`src/s2d_pkg.sv`:
```
// Shared types and constants for the signed integer to decimal ASCII block.
// No dependencies; imported by every module of the block.
package s2d_pkg;

  localparam int ValueW  = 16;
  localparam int DigitsN = 5;
  localparam int BcdW    = 4 * DigitsN;
  localparam int CharW   = 7;
  localparam int TdataW  = 8;

  localparam logic [CharW-1:0] ChMinus = 7'd45;
  localparam logic [CharW-1:0] ChZero  = 7'd48;

  // Conversion result handed from the converter to the emitter
  typedef struct packed {
    logic            done;
    logic            neg;
    logic [BcdW-1:0] bcd;
  } s2d_bcd_t;

endpackage

```
`src/s2d_dabble.sv`:
```
// Bit-serial binary to BCD converter (shift and add-3), one input bit per cycle.
// Depends on s2d_pkg.
module s2d_dabble import s2d_pkg::*; (
  input  logic              clk_i,
  input  logic              rst_ni,
  input  logic              start_i,
  input  logic [ValueW-1:0] value_i,
  output logic              busy_o,
  output s2d_bcd_t          res_o
);

  localparam logic [3:0] LastBit = 4'(ValueW - 1);

  logic              busy_q, busy_d;
  logic              done_q, done_d;
  logic [3:0]        cnt_q, cnt_d;
  logic [ValueW-1:0] mag_q, mag_d;
  logic [BcdW-1:0]   bcd_q, bcd_d;
  logic              neg_q, neg_d;
  logic [BcdW-1:0]   bcd_adj;

  // Add 3 to every digit of 5 or more before the next shift
  always_comb begin
    for (int i = 0; i < DigitsN; i++) begin
      bcd_adj[4*i +: 4] = (bcd_q[4*i +: 4] >= 4'd5) ? bcd_q[4*i +: 4] + 4'd3
                                                     : bcd_q[4*i +: 4];
    end
  end

  always_comb begin
    busy_d = busy_q;
    done_d = 1'b0;
    cnt_d  = cnt_q;
    mag_d  = mag_q;
    bcd_d  = bcd_q;
    neg_d  = neg_q;
    if (start_i) begin
      busy_d = 1'b1;
      cnt_d  = '0;
      neg_d  = value_i[ValueW-1];
      // magnitude of the most negative value wraps to itself, read unsigned
      mag_d  = value_i[ValueW-1] ? (~value_i + 1'b1) : value_i;
      bcd_d  = '0;
    end else if (busy_q) begin
      bcd_d = {bcd_adj[BcdW-2:0], mag_q[ValueW-1]};
      mag_d = {mag_q[ValueW-2:0], 1'b0};
      cnt_d = cnt_q + 4'd1;
      if (cnt_q == LastBit) begin
        busy_d = 1'b0;
        done_d = 1'b1;
      end
    end
  end

  always_ff @(posedge clk_i or negedge rst_ni) begin
    if (!rst_ni) begin
      busy_q <= 1'b0;
      done_q <= 1'b0;
      cnt_q  <= '0;
    end else begin
      busy_q <= busy_d;
      done_q <= done_d;
      cnt_q  <= cnt_d;
    end
  end

  always_ff @(posedge clk_i) begin
    mag_q <= mag_d;
    bcd_q <= bcd_d;
    neg_q <= neg_d;
  end

  assign busy_o    = busy_q;
  assign res_o.done = done_q;
  assign res_o.neg  = neg_q;
  assign res_o.bcd  = bcd_q;

endmodule

```
`src/s2d_emit.sv`:
```
// Character emitter: drops leading zero digits, sends sign and digits one word
// at a time through an output register. Depends on s2d_pkg.
module s2d_emit import s2d_pkg::*; (
  input  logic             clk_i,
  input  logic             rst_ni,
  input  s2d_bcd_t         res_i,
  output logic             busy_o,
  output logic             tvalid_o,
  input  logic             tready_i,
  output logic [CharW-1:0] char_o,
  output logic             tlast_o
);

  typedef enum logic [1:0] {EIdle, ESkip, EEmit} state_e;

  localparam logic [2:0] DigitsAll = 3'(DigitsN);

  state_e           state_q;
  logic             neg_q;
  logic [BcdW-1:0]  dig_q;
  logic [2:0]       rem_q;
  logic             valid_q;
  logic [CharW-1:0] char_q;
  logic             last_q;
  logic             slot_free;
  logic             emit_fire;
  logic [3:0]       top_dig;

  assign slot_free = !valid_q || tready_i;
  assign emit_fire = (state_q == EEmit) && slot_free;
  assign top_dig   = dig_q[BcdW-1 -: 4];

  always_ff @(posedge clk_i or negedge rst_ni) begin
    if (!rst_ni) begin
      state_q <= EIdle;
      valid_q <= 1'b0;
      neg_q   <= 1'b0;
      rem_q   <= '0;
      dig_q   <= '0;
      char_q  <= '0;
      last_q  <= 1'b0;
    end else begin
      // load a new word, or drop the one the sink just took
      if (emit_fire) begin
        valid_q <= 1'b1;
      end else if (tready_i) begin
        valid_q <= 1'b0;
      end
      unique case (state_q)
        EIdle: begin
          if (res_i.done) begin
            dig_q   <= res_i.bcd;
            neg_q   <= res_i.neg;
            rem_q   <= DigitsAll;
            state_q <= ESkip;
          end
        end
        ESkip: begin
          // drop leading zeros, keep at least one digit
          if (top_dig == 4'd0 && rem_q != 3'd1) begin
            dig_q <= {dig_q[BcdW-5:0], 4'd0};
            rem_q <= rem_q - 3'd1;
          end else begin
            state_q <= EEmit;
          end
        end
        EEmit: begin
          if (slot_free) begin
            if (neg_q) begin
              char_q <= ChMinus;
              last_q <= 1'b0;
              neg_q  <= 1'b0;
            end else begin
              char_q <= ChZero + {3'd0, top_dig};
              last_q <= (rem_q == 3'd1);
              dig_q  <= {dig_q[BcdW-5:0], 4'd0};
              rem_q  <= rem_q - 3'd1;
              if (rem_q == 3'd1) begin
                state_q <= EIdle;
              end
            end
          end
        end
        default: state_q <= EIdle;
      endcase
    end
  end

  assign busy_o   = (state_q != EIdle);
  assign tvalid_o = valid_q;
  assign char_o   = char_q;
  assign tlast_o  = last_q;

endmodule

```
`src/signed_int_to_decimal_ascii.sv`:
```
// Signed 16-bit value to decimal ASCII text, one character per output word.
// After an input is accepted, the value passes the 16-step bit-serial BCD conversion
// and the leading-zero skip; characters then follow one per cycle while the sink is ready.
// A new value is accepted only once the converter and emitter are both idle, so
// the conversion of a value does not overlap the emission of the previous one.
// Reset (rst_ni low, asynchronous) empties the converter, emitter and output.
module signed_int_to_decimal_ascii import s2d_pkg::*; (
  input  logic              clk_i,
  input  logic              rst_ni,
  // input stream
  input  logic              s_axis_tvalid_i,
  output logic              s_axis_tready_o,
  input  logic [ValueW-1:0] s_axis_tdata_i,  // [15:0] value (signed)
  // output stream
  output logic              m_axis_tvalid_o,
  input  logic              m_axis_tready_i,
  output logic [TdataW-1:0] m_axis_tdata_o,  // [6:0] character, [7] zero
  output logic              m_axis_tlast_o   // last character of the value
);

  logic             conv_busy;
  logic             emit_busy;
  s2d_bcd_t         conv_res;
  logic             in_take;
  logic [CharW-1:0] out_char;

  // Take a new word only when the converter and emitter are both idle; the
  // output register may still hold the previous value's final character.
  assign s_axis_tready_o = !conv_busy && !conv_res.done && !emit_busy;
  assign in_take         = s_axis_tvalid_i && s_axis_tready_o;

  // Shift the magnitude into a BCD register, one bit per cycle
  s2d_dabble u_dabble (
    .clk_i   (clk_i),
    .rst_ni  (rst_ni),
    .start_i (in_take),
    .value_i (s_axis_tdata_i),
    .busy_o  (conv_busy),
    .res_o   (conv_res)
  );

  // Skip leading zeros, then send sign and digits, most significant first
  s2d_emit u_emit (
    .clk_i    (clk_i),
    .rst_ni   (rst_ni),
    .res_i    (conv_res),
    .busy_o   (emit_busy),
    .tvalid_o (m_axis_tvalid_o),
    .tready_i (m_axis_tready_i),
    .char_o   (out_char),
    .tlast_o  (m_axis_tlast_o)
  );

  assign m_axis_tdata_o = {{(TdataW - CharW){1'b0}}, out_char};

  // A final character is always a digit, never the sign
  a_last_is_digit: assert property (@(posedge clk_i) disable iff (!rst_ni)
    m_axis_tvalid_o && m_axis_tlast_o |-> out_char != ChMinus)
    else $error("sign character flagged as last");

  // An accepted word starts the converter
  a_accept_starts: assert property (@(posedge clk_i) disable iff (!rst_ni)
    in_take |=> conv_busy)
    else $error("converter did not start after accept");

  // The emitter is idle whenever a conversion result is handed over
  a_handoff_idle: assert property (@(posedge clk_i) disable iff (!rst_ni)
    conv_res.done |-> !emit_busy)
    else $error("conversion finished while emitter busy");

endmodule
```
`config.mk`:
```
export PLATFORM = sky130hd
export DESIGN_NAME = signed_int_to_decimal_ascii
export DESIGN_NICKNAME = d
export VERILOG_FILES = /design/src/s2d_pkg.sv /design/src/s2d_dabble.sv /design/src/s2d_emit.sv /design/src/signed_int_to_decimal_ascii.sv
export SDC_FILE = /design/constraint.sdc
export NUM_CORES = 1
export LEC_CHECK = 0
export BUFFER_PORTS_ARGS = -buffer_cell sky130_fd_sc_hd__buf_4
export CAP_MARGIN = 0
export CORE_MARGIN = 2
export CORE_UTILIZATION = 55
export DETAILED_ROUTE_END_ITERATION = 16
export PLACE_DENSITY = 0.72
export SETUP_SLACK_MARGIN = 0.4
export SLEW_MARGIN = 10
export SYNTH_ARGS = -nofsm -noshare
export SYNTH_HDL_FRONTEND = slang
export SYNTH_SLANG_ARGS = --single-unit
export TNS_END_PERCENT = 5
```
`constraint.sdc`:
```
create_clock -name clk_i -period 4.1 [get_ports clk_i]
set_input_delay 0.615 -clock clk_i [delete_from_list [all_inputs] [get_ports clk_i]]
set_output_delay 0.615 -clock clk_i [all_outputs]
set_load 0.01 [all_outputs]
```
==> results of run 1 <==
==> registers in the layout, indices dropped and copies added (netlist names) <==
signal / flops
u_dabble.neg_q: 1
u_dabble.mag_q: 16
u_emit.dig_q: 20
u_dabble.cnt_q: 4
u_dabble.busy_o: 1
u_dabble.bcd_q: 20
u_emit.char_o: 6
u_emit.tlast_o: 1
u_emit.neg_q: 1
u_emit.state_q: 2
u_emit.tvalid_o: 1
u_dabble.done_q: 1
u_emit.rem_q: 3
==> worst max path at each step <==
stage,cells after the start,startpoint,end
floorplan,8,u_emit.state_q[0]$_DFFE_PN0P_,u_dabble.mag_q[0]$_SDFFCE_PN0P_
CTS,2,u_dabble.busy_o$_DFF_PN0_,u_dabble.mag_q[4]$_DFFE_PP_
global placement,2,u_dabble.busy_o$_DFF_PN0_,u_dabble.mag_q[14]$_DFFE_PP_
detailed placement,2,u_dabble.busy_o$_DFF_PN0_,u_dabble.mag_q[12]$_DFFE_PP_
global route,2,u_dabble.busy_o$_DFF_PN0_,u_dabble.mag_q[0]$_SDFFCE_PN0P_
finish,2,u_dabble.busy_o$_DFF_PN0_,u_dabble.mag_q[3]$_DFFE_PP_
==> worst max-delay path: stages (launching register included) <==
cell and delay, ns:
dfrtp_1 0.94, inv_1 0.50, nand2_1 0.65
==> placed cells by master, fill, tap and decap left out, types with 2 or more instances in the layout <==
| cell type | Yosys | routed |
|---|---|---|
| o41ai_1 | 2 | 2 |
| nor2_1 | 18 | 18 |
| xnor2_1 | 6 | 6 |
| edfxtp_1 | 17 | 17 |
| nand3_1 | 14 | 14 |
| inv_1 | 20 | 20 |
| o31ai_1 | 14 | 14 |
| conb_1 | 1 | 2 |
| nand2b_1 | 15 | 15 |
| dfxtp_1 | 20 | 20 |
| clkbuf_8 | 0 | 9 |
| o21ai_0 | 54 | 54 |
| dfrtp_1 | 40 | 40 |
| ha_1 | 19 | 19 |
| nand3b_1 | 2 | 2 |
| clkinvlp_4 | 0 | 3 |
| or3_1 | 5 | 5 |
| o21ai_1 | 4 | 4 |
| buf_4 | 2 | 30 |
| a21oi_1 | 17 | 17 |
| xor2_1 | 18 | 18 |
| bufinv_16 | 0 | 2 |
| nand2_1 | 68 | 68 |
| mux2i_1 | 19 | 19 |
==> through the flow <==
stage | power (W) | cell area, sq um | util | hold WS, ns
4_1_cts | 0.00357 | 4400 | 0.644 | 0.240
5_1_grt | 0.00387 | 4400 | 0.644 | 0.262
3_3_place_gp | 0.00285 | 4180 | 0.612 | 0.451
6_report | 0.00354 | 4400 | 0.644 | 0.232
3_5_place_dp | 0.00293 | 4180 | 0.612 | 0.455
2_1_floorplan | 0.00254 | 3920 | - | 0.319
==> layer usage <==
layer  GRT usage  up-vias  wire length, um
li1            -     1451                -
met1       0.264     1379             3380
met2       0.347       46             3620
met3      0.0578        8              240
met4      0.0510        0               72
met5           0        -                0
==> kinds of logic after synthesis <==
| kind of cell | Yosys count | synth area share |
|---|---|---|
| compound gates | 97 | 0.144 |
| xor+xnor | 24 | 0.0537 |
| fa+ha+maj | 19 | 0.0607 |
| buf+inv | 41 | 0.0415 |
| flops | 77 | 0.488 |
| mux | 20 | 0.0514 |
| other cells | 1 | 0.000958 |
| simple gates | 133 | 0.160 |
==> power groups by stage <==
stage / clock [W] / combinational, W / sequential (W)
after global routing: 0.000663 / 0.00173 / 0.00148
final: 0.000622 / 0.00149 / 0.00143
after detailed placement: 0 / 0.00149 / 0.00144
after CTS: 0.000633 / 0.00151 / 0.00143
after floorplan: 0 / 0.00118 / 0.00136
after global placement: 0 / 0.00143 / 0.00142
==> area by class of cell <==
cell class | instances | area, sq um
Clock buffer | 10 | 128
Clock inverter | 6 | 87.6
Fill cell | 597 | 2430
Inverter | 21 | 78.8
Multi-Input combinational cell | 295 | 1850
Sequential cell | 77 | 1910
Tap cell | 96 | 120
Timing Repair Buffer | 30 | 225
==> metrics, run 1 <==
run status finished clean; Final min period about 2.5 ns; TritonRoute pass-1 iters 4; core box area a little under 7000 sq um; register area share after synthesis 0.488; Post-synth top flop dfrtp_1; Non-Filler Instances 535; part of the power in registers 0.403; Avg Inst Size Synth 9.51 sq um; Post-Route WL between 7 and 8 mm; layout cells sized above 1 0.125; Slew Viols, Final 0; Async S/R FF share, synth 0.519; clk_lat worst skew 0.35 ns; clock network power share 0.176; Final Cycle Share 0.601; Die H 88.4 um; Iteration-0 DRC Markers approximately 140; Final Setup Violations 0; total grt overflow 0; routability cong. between 0.7 and 0.8; Final Hold Fails 0; critical path class reg -> reg; Cell Area, Synth 3920 sq um; area of the die 7810 sq um; clk sink count 77; gr usage total 0.206; pwr dens 805 nW/um^2; CP endpoint kind flop; YS warnings 0; synth unique cells 43; Longest Clk Path Bufs 2; Post-Synthesis Cells 412; Sw Share 0.397; CP Data Arrival Time about 2.5 ns; Worst EP required 4.08 ns; Synth top area share 0.256; Pleak 1.93 nW; Post-CTS Resized 0; via count 2884; Slew @ Worst Pin 1.12 ns; vias per inst 5.39; H-tree levels 3; hold buffers post-CTS 0; Final WS setup around 1.6 ns; initial antenna violation count 0; Fin Setup TNS 0 ns; Slew HR 0.252; Peak supply drop 409 uV; placed cells 519; Internal 0.00214 W; DRC viols 0; pre-CTS setup slack about 1.7 ns; row cnt 30; Yosys reg bits 77; largest net degree at the start of global routing 46; clock slew at reported path FFs 0.08 ns; RR Startpoint u_dabble.busy_o$_DFF_PN0_; Synth-to-Final Area Change 12.3%; startpoint types flop; r2r setup slk 1.64 ns; Layout Nets between 400 and 500; combinational power share 0.421; number of synthesized flops with an enable pin 17; cell taking the most area after synthesis dfrtp_1; Maximum Capacitance Violations 0; TritonCTS buffer count 9; post-CTS setup buffer count 0; Antenna Cells 0; I/O Pins 31; RSZ-0062 raised after global routing no; drt wl/cell around 14 um; sw power 0.00140 W; hold crit path type in -> async; clk_skew 0.00814 ns; CP Max Fanout 32; FMAX 406 MHz; post-DP HPWL 5.05 mm; CTS tree done; initial core utilization 0.573; I/O Buffers 28; clk root buf clkbuf_8; RR Endpoint u_dabble.mag_q[3]$_DFFE_PP_; Final ANT Viol Nets 0; global-route wire length before repair 12.5 mm; count leader, synth nand2_1; R2R cell count 2; vias in the first global route 2771; Commonest cells post-synth nand2_1 (68), o21ai_0 (54), dfrtp_1 (40); die width 88.4 um; Synth area leaders dfrtp_1 (26%), edfxtp_1 (13%), dfxtp_1 (10%), o21ai_0 (6.9%), nand2_1 (6.5%)
Power figures use the tool's default switching activity.
==> run 2, diff against run 1 <==
==> constraint.sdc (replaced) <==
create_clock -name clk_i -period 2.5 [get_ports clk_i]
set_input_delay 0.375 -clock clk_i [delete_from_list [all_inputs] [get_ports clk_i]]
set_output_delay 0.375 -clock clk_i [all_outputs]
set_load 0.01 [all_outputs]
==> run 2 against run 1 <==
Net effect: register-to-register slack got worse by 1.1 ns; sequential share of layout area fell by 0.29 points; clock power rose by 64%; via count fell by 1.1%; combinational power rose by 68%; setup slack got worse by 1.1 ns; total power rose by 64%; final cell count rose by 0.56%; the run now ends with negative hold slack left.
==> metrics, run 2 (synthesis gave the netlist of run 1 again) <==
run status complete, but fails checks; failing checks negative hold slack; placed cells 522 (+0.58%); hold buffers post-CTS 0 (unchanged); vias per inst 5.30 (-1.7%); Antenna Cells 0 (unchanged); CP max stage delay 0.42 ns (-0.52 ns); Final ANT Viol Nets 0 (unchanged); Pleak 1.96 nW (+1.4%); area of the die 7810 sq um (unchanged); Final Hold Fails 3 (+3); Final Setup Violations 0 (unchanged); Fin Setup TNS 0 ns (unchanged); Setup crit start u_emit.state_q[0]$_DFFE_PN0P_; Slew HR 0.645 (+0.393); drt wl/cell 13.6 um (-0.64%); initial core utilization 0.573 (unchanged); die width 88.4 um (unchanged); CP endpoint kind flop; RSZ-0062 raised after global routing no; via count 2852 (-1.1%); Synth-to-Final Area Change 13.0%; clock slew at reported path FFs 0.08 ns (about the same); Worst EP required 2.74 ns (-1.34 ns); post-route cell area 4430 sq um (+0.68%); Longest Clk Path Bufs 2 (unchanged); Regs by FF count u_dabble.bcd_q: 20 flops, u_emit.dig_q: 20 flops, u_dabble.mag_q: 16 flops; Final min period 1.93 ns (-0.533 ns); clk sink count 77 (unchanged); core box area 6830 sq um (unchanged); global-route wire length before repair 12.5 mm (-0.49%); gr usage total 0.207 (+0.00114); R2R cell count 7 (+5); TritonCTS buffer count 9 (unchanged); hold crit path type in -> async; Maximum Capacitance Violations 0 (unchanged); routability cong. 0.809 (+8.5%); Filler cells 591 (-1.0%); fin util 0.648 (+0.00440); I/O Pins 31 (unchanged); Slew Viols, Final 0 (unchanged); post-CTS setup buffer count 0 (unchanged); Peak supply drop 746 uV (+82%); CP Data Arrival Time 2.17 ns (-0.28 ns); Iteration-0 DRC Markers 156 (+15%); startpoint types flop; Final Cycle Share 0.773 (+0.172); row cnt 30 (unchanged); post-DP HPWL 5.04 mm (-0.11%); Slew @ Worst Pin 0.532 ns (-0.590 ns); FMAX 518 MHz (+28%); Non-Filler Instances 538 (+0.56%); commonest non-fill, non-tap cell in the layout nand2_1; Layout Nets 476 (+0.63%); CP cell instances inv_1, ha_1, a21bo_2, o2111ai_2, buf_4, mux2i_1, nor2_1; RR Endpoint u_emit.rem_q[2]$_DFFE_PN0P_; clk_lat worst skew 0.35 ns (about the same); clk_skew 0.00860 ns (+0.000465 ns); Post-CTS Resized 0 (unchanged); H-tree levels 3 (unchanged); Slowest cell on crit path dfrtp_1; total grt overflow 0 (unchanged); CTS tree done; TritonRoute pass-1 iters 4 (unchanged); r2r setup slk 0.57 ns (-1.07 ns); pwr dens 1310 nW/um^2 (+63%); Post-Route WL 7.31 mm (about the same); critical path class reg -> reg; most frequent cells in the layout nand2_1 (67), o21ai_0 (54), dfrtp_1 (40); layout cells sized above 1 0.131 (+0.00594); vias in the first global route 2753 (-0.65%); RR Startpoint u_emit.state_q[0]$_DFFE_PN0P_; worst hold margin -0.00663 ns (-0.239 ns); DRC viols 0 (unchanged); clk root buf clkbuf_8; CP Max Fanout 45 (+41%); cell area after placement 4210 sq um (+0.72%); initial antenna violation count 0 (unchanged); Die H 88.4 um (unchanged); crit path to u_emit.rem_q[2]$_DFFE_PN0P_; largest net degree at the start of global routing 46 (unchanged); I/O Buffers 28 (unchanged)
run 2: cell count changes in the layout (fill, tap and decap cells not counted):
cell	before	now
buf_4	30	33
clkinv_1	0	1
nand2_4	0	1
clkbuf_8	9	10
clkinv_2	1	2
nand2_1	68	67
clkinvlp_4	3	0
run 2: how the worst min path moves through the flow:
stage	startpoint	slack [ns]	cells after the start	end
after floorplan	rst_ni	0.08	0	u_dabble.busy_o$_DFF_PN0_
after global placement	rst_ni	0.38	1	u_emit.rem_q[2]$_DFFE_PN0P_
after detailed placement	rst_ni	0.39	1	u_emit.rem_q[2]$_DFFE_PN0P_
after CTS	rst_ni	0.008	1	u_emit.rem_q[2]$_DFFE_PN0P_
after global routing	rst_ni	0.03	1	u_emit.char_o[3]$_DFFE_PN0P_
final	rst_ni	-0.007	1	u_emit.rem_q[2]$_DFFE_PN0P_
run 2: stage by stage:
step	setup slack, ns	power (W)
after floorplan	0.438	0.00417
after global placement	0.512	0.00471
after detailed placement	0.494	0.00482
after CTS	0.564	0.00586
after global routing	0.436	0.00634
final	0.568	0.00581
run 2: routing by layer:
layer	global-route usage	routed length, um	vias up
met3	0.0420	222	11
li1	-	-	1454
met2	0.346	3650	41
met1	0.259	3290	1346
met5	0	0	-
met4	0.0950	140	0
run 2: cell type report:
| class | count | area [sq um] | share of cell area |
|---|---|---|---|
| Sequential cell | 77 | 1910 | 0.432 |
| Multi-Input combinational cell | 295 | 1850 | 0.419 |
| Inverter | 21 | 78.8 | 0.0178 |
| Clock inverter | 5 | 73.8 | 0.0167 |
| Timing Repair Buffer | 33 | 248 | 0.0560 |
| Clock buffer | 11 | 141 | 0.0319 |
| Tap cell | 96 | 120 | 0.0271 |
run 2: worst max-delay path, delay by kind of cell, from the launching register on:
kind / cells / cell delay, ns
adder cells (fa/ha/maj): 1 / 0.25
AND/OR/NAND/NOR: 1 / 0.05
buffers and inverters: 2 / 0.51
flip-flops: 1 / 0.42
multiplexers: 1 / 0.24
AO/OA/AOI/OAI: 2 / 0.34
run 2: report_power, final:
part / internal [W] / total (W) / switching, W
clock network: 0.000583 / 0.00102 / 0.000435
registers: 0.00191 / 0.00228 / 0.000370
logic: 0.00104 / 0.00251 / 0.00147
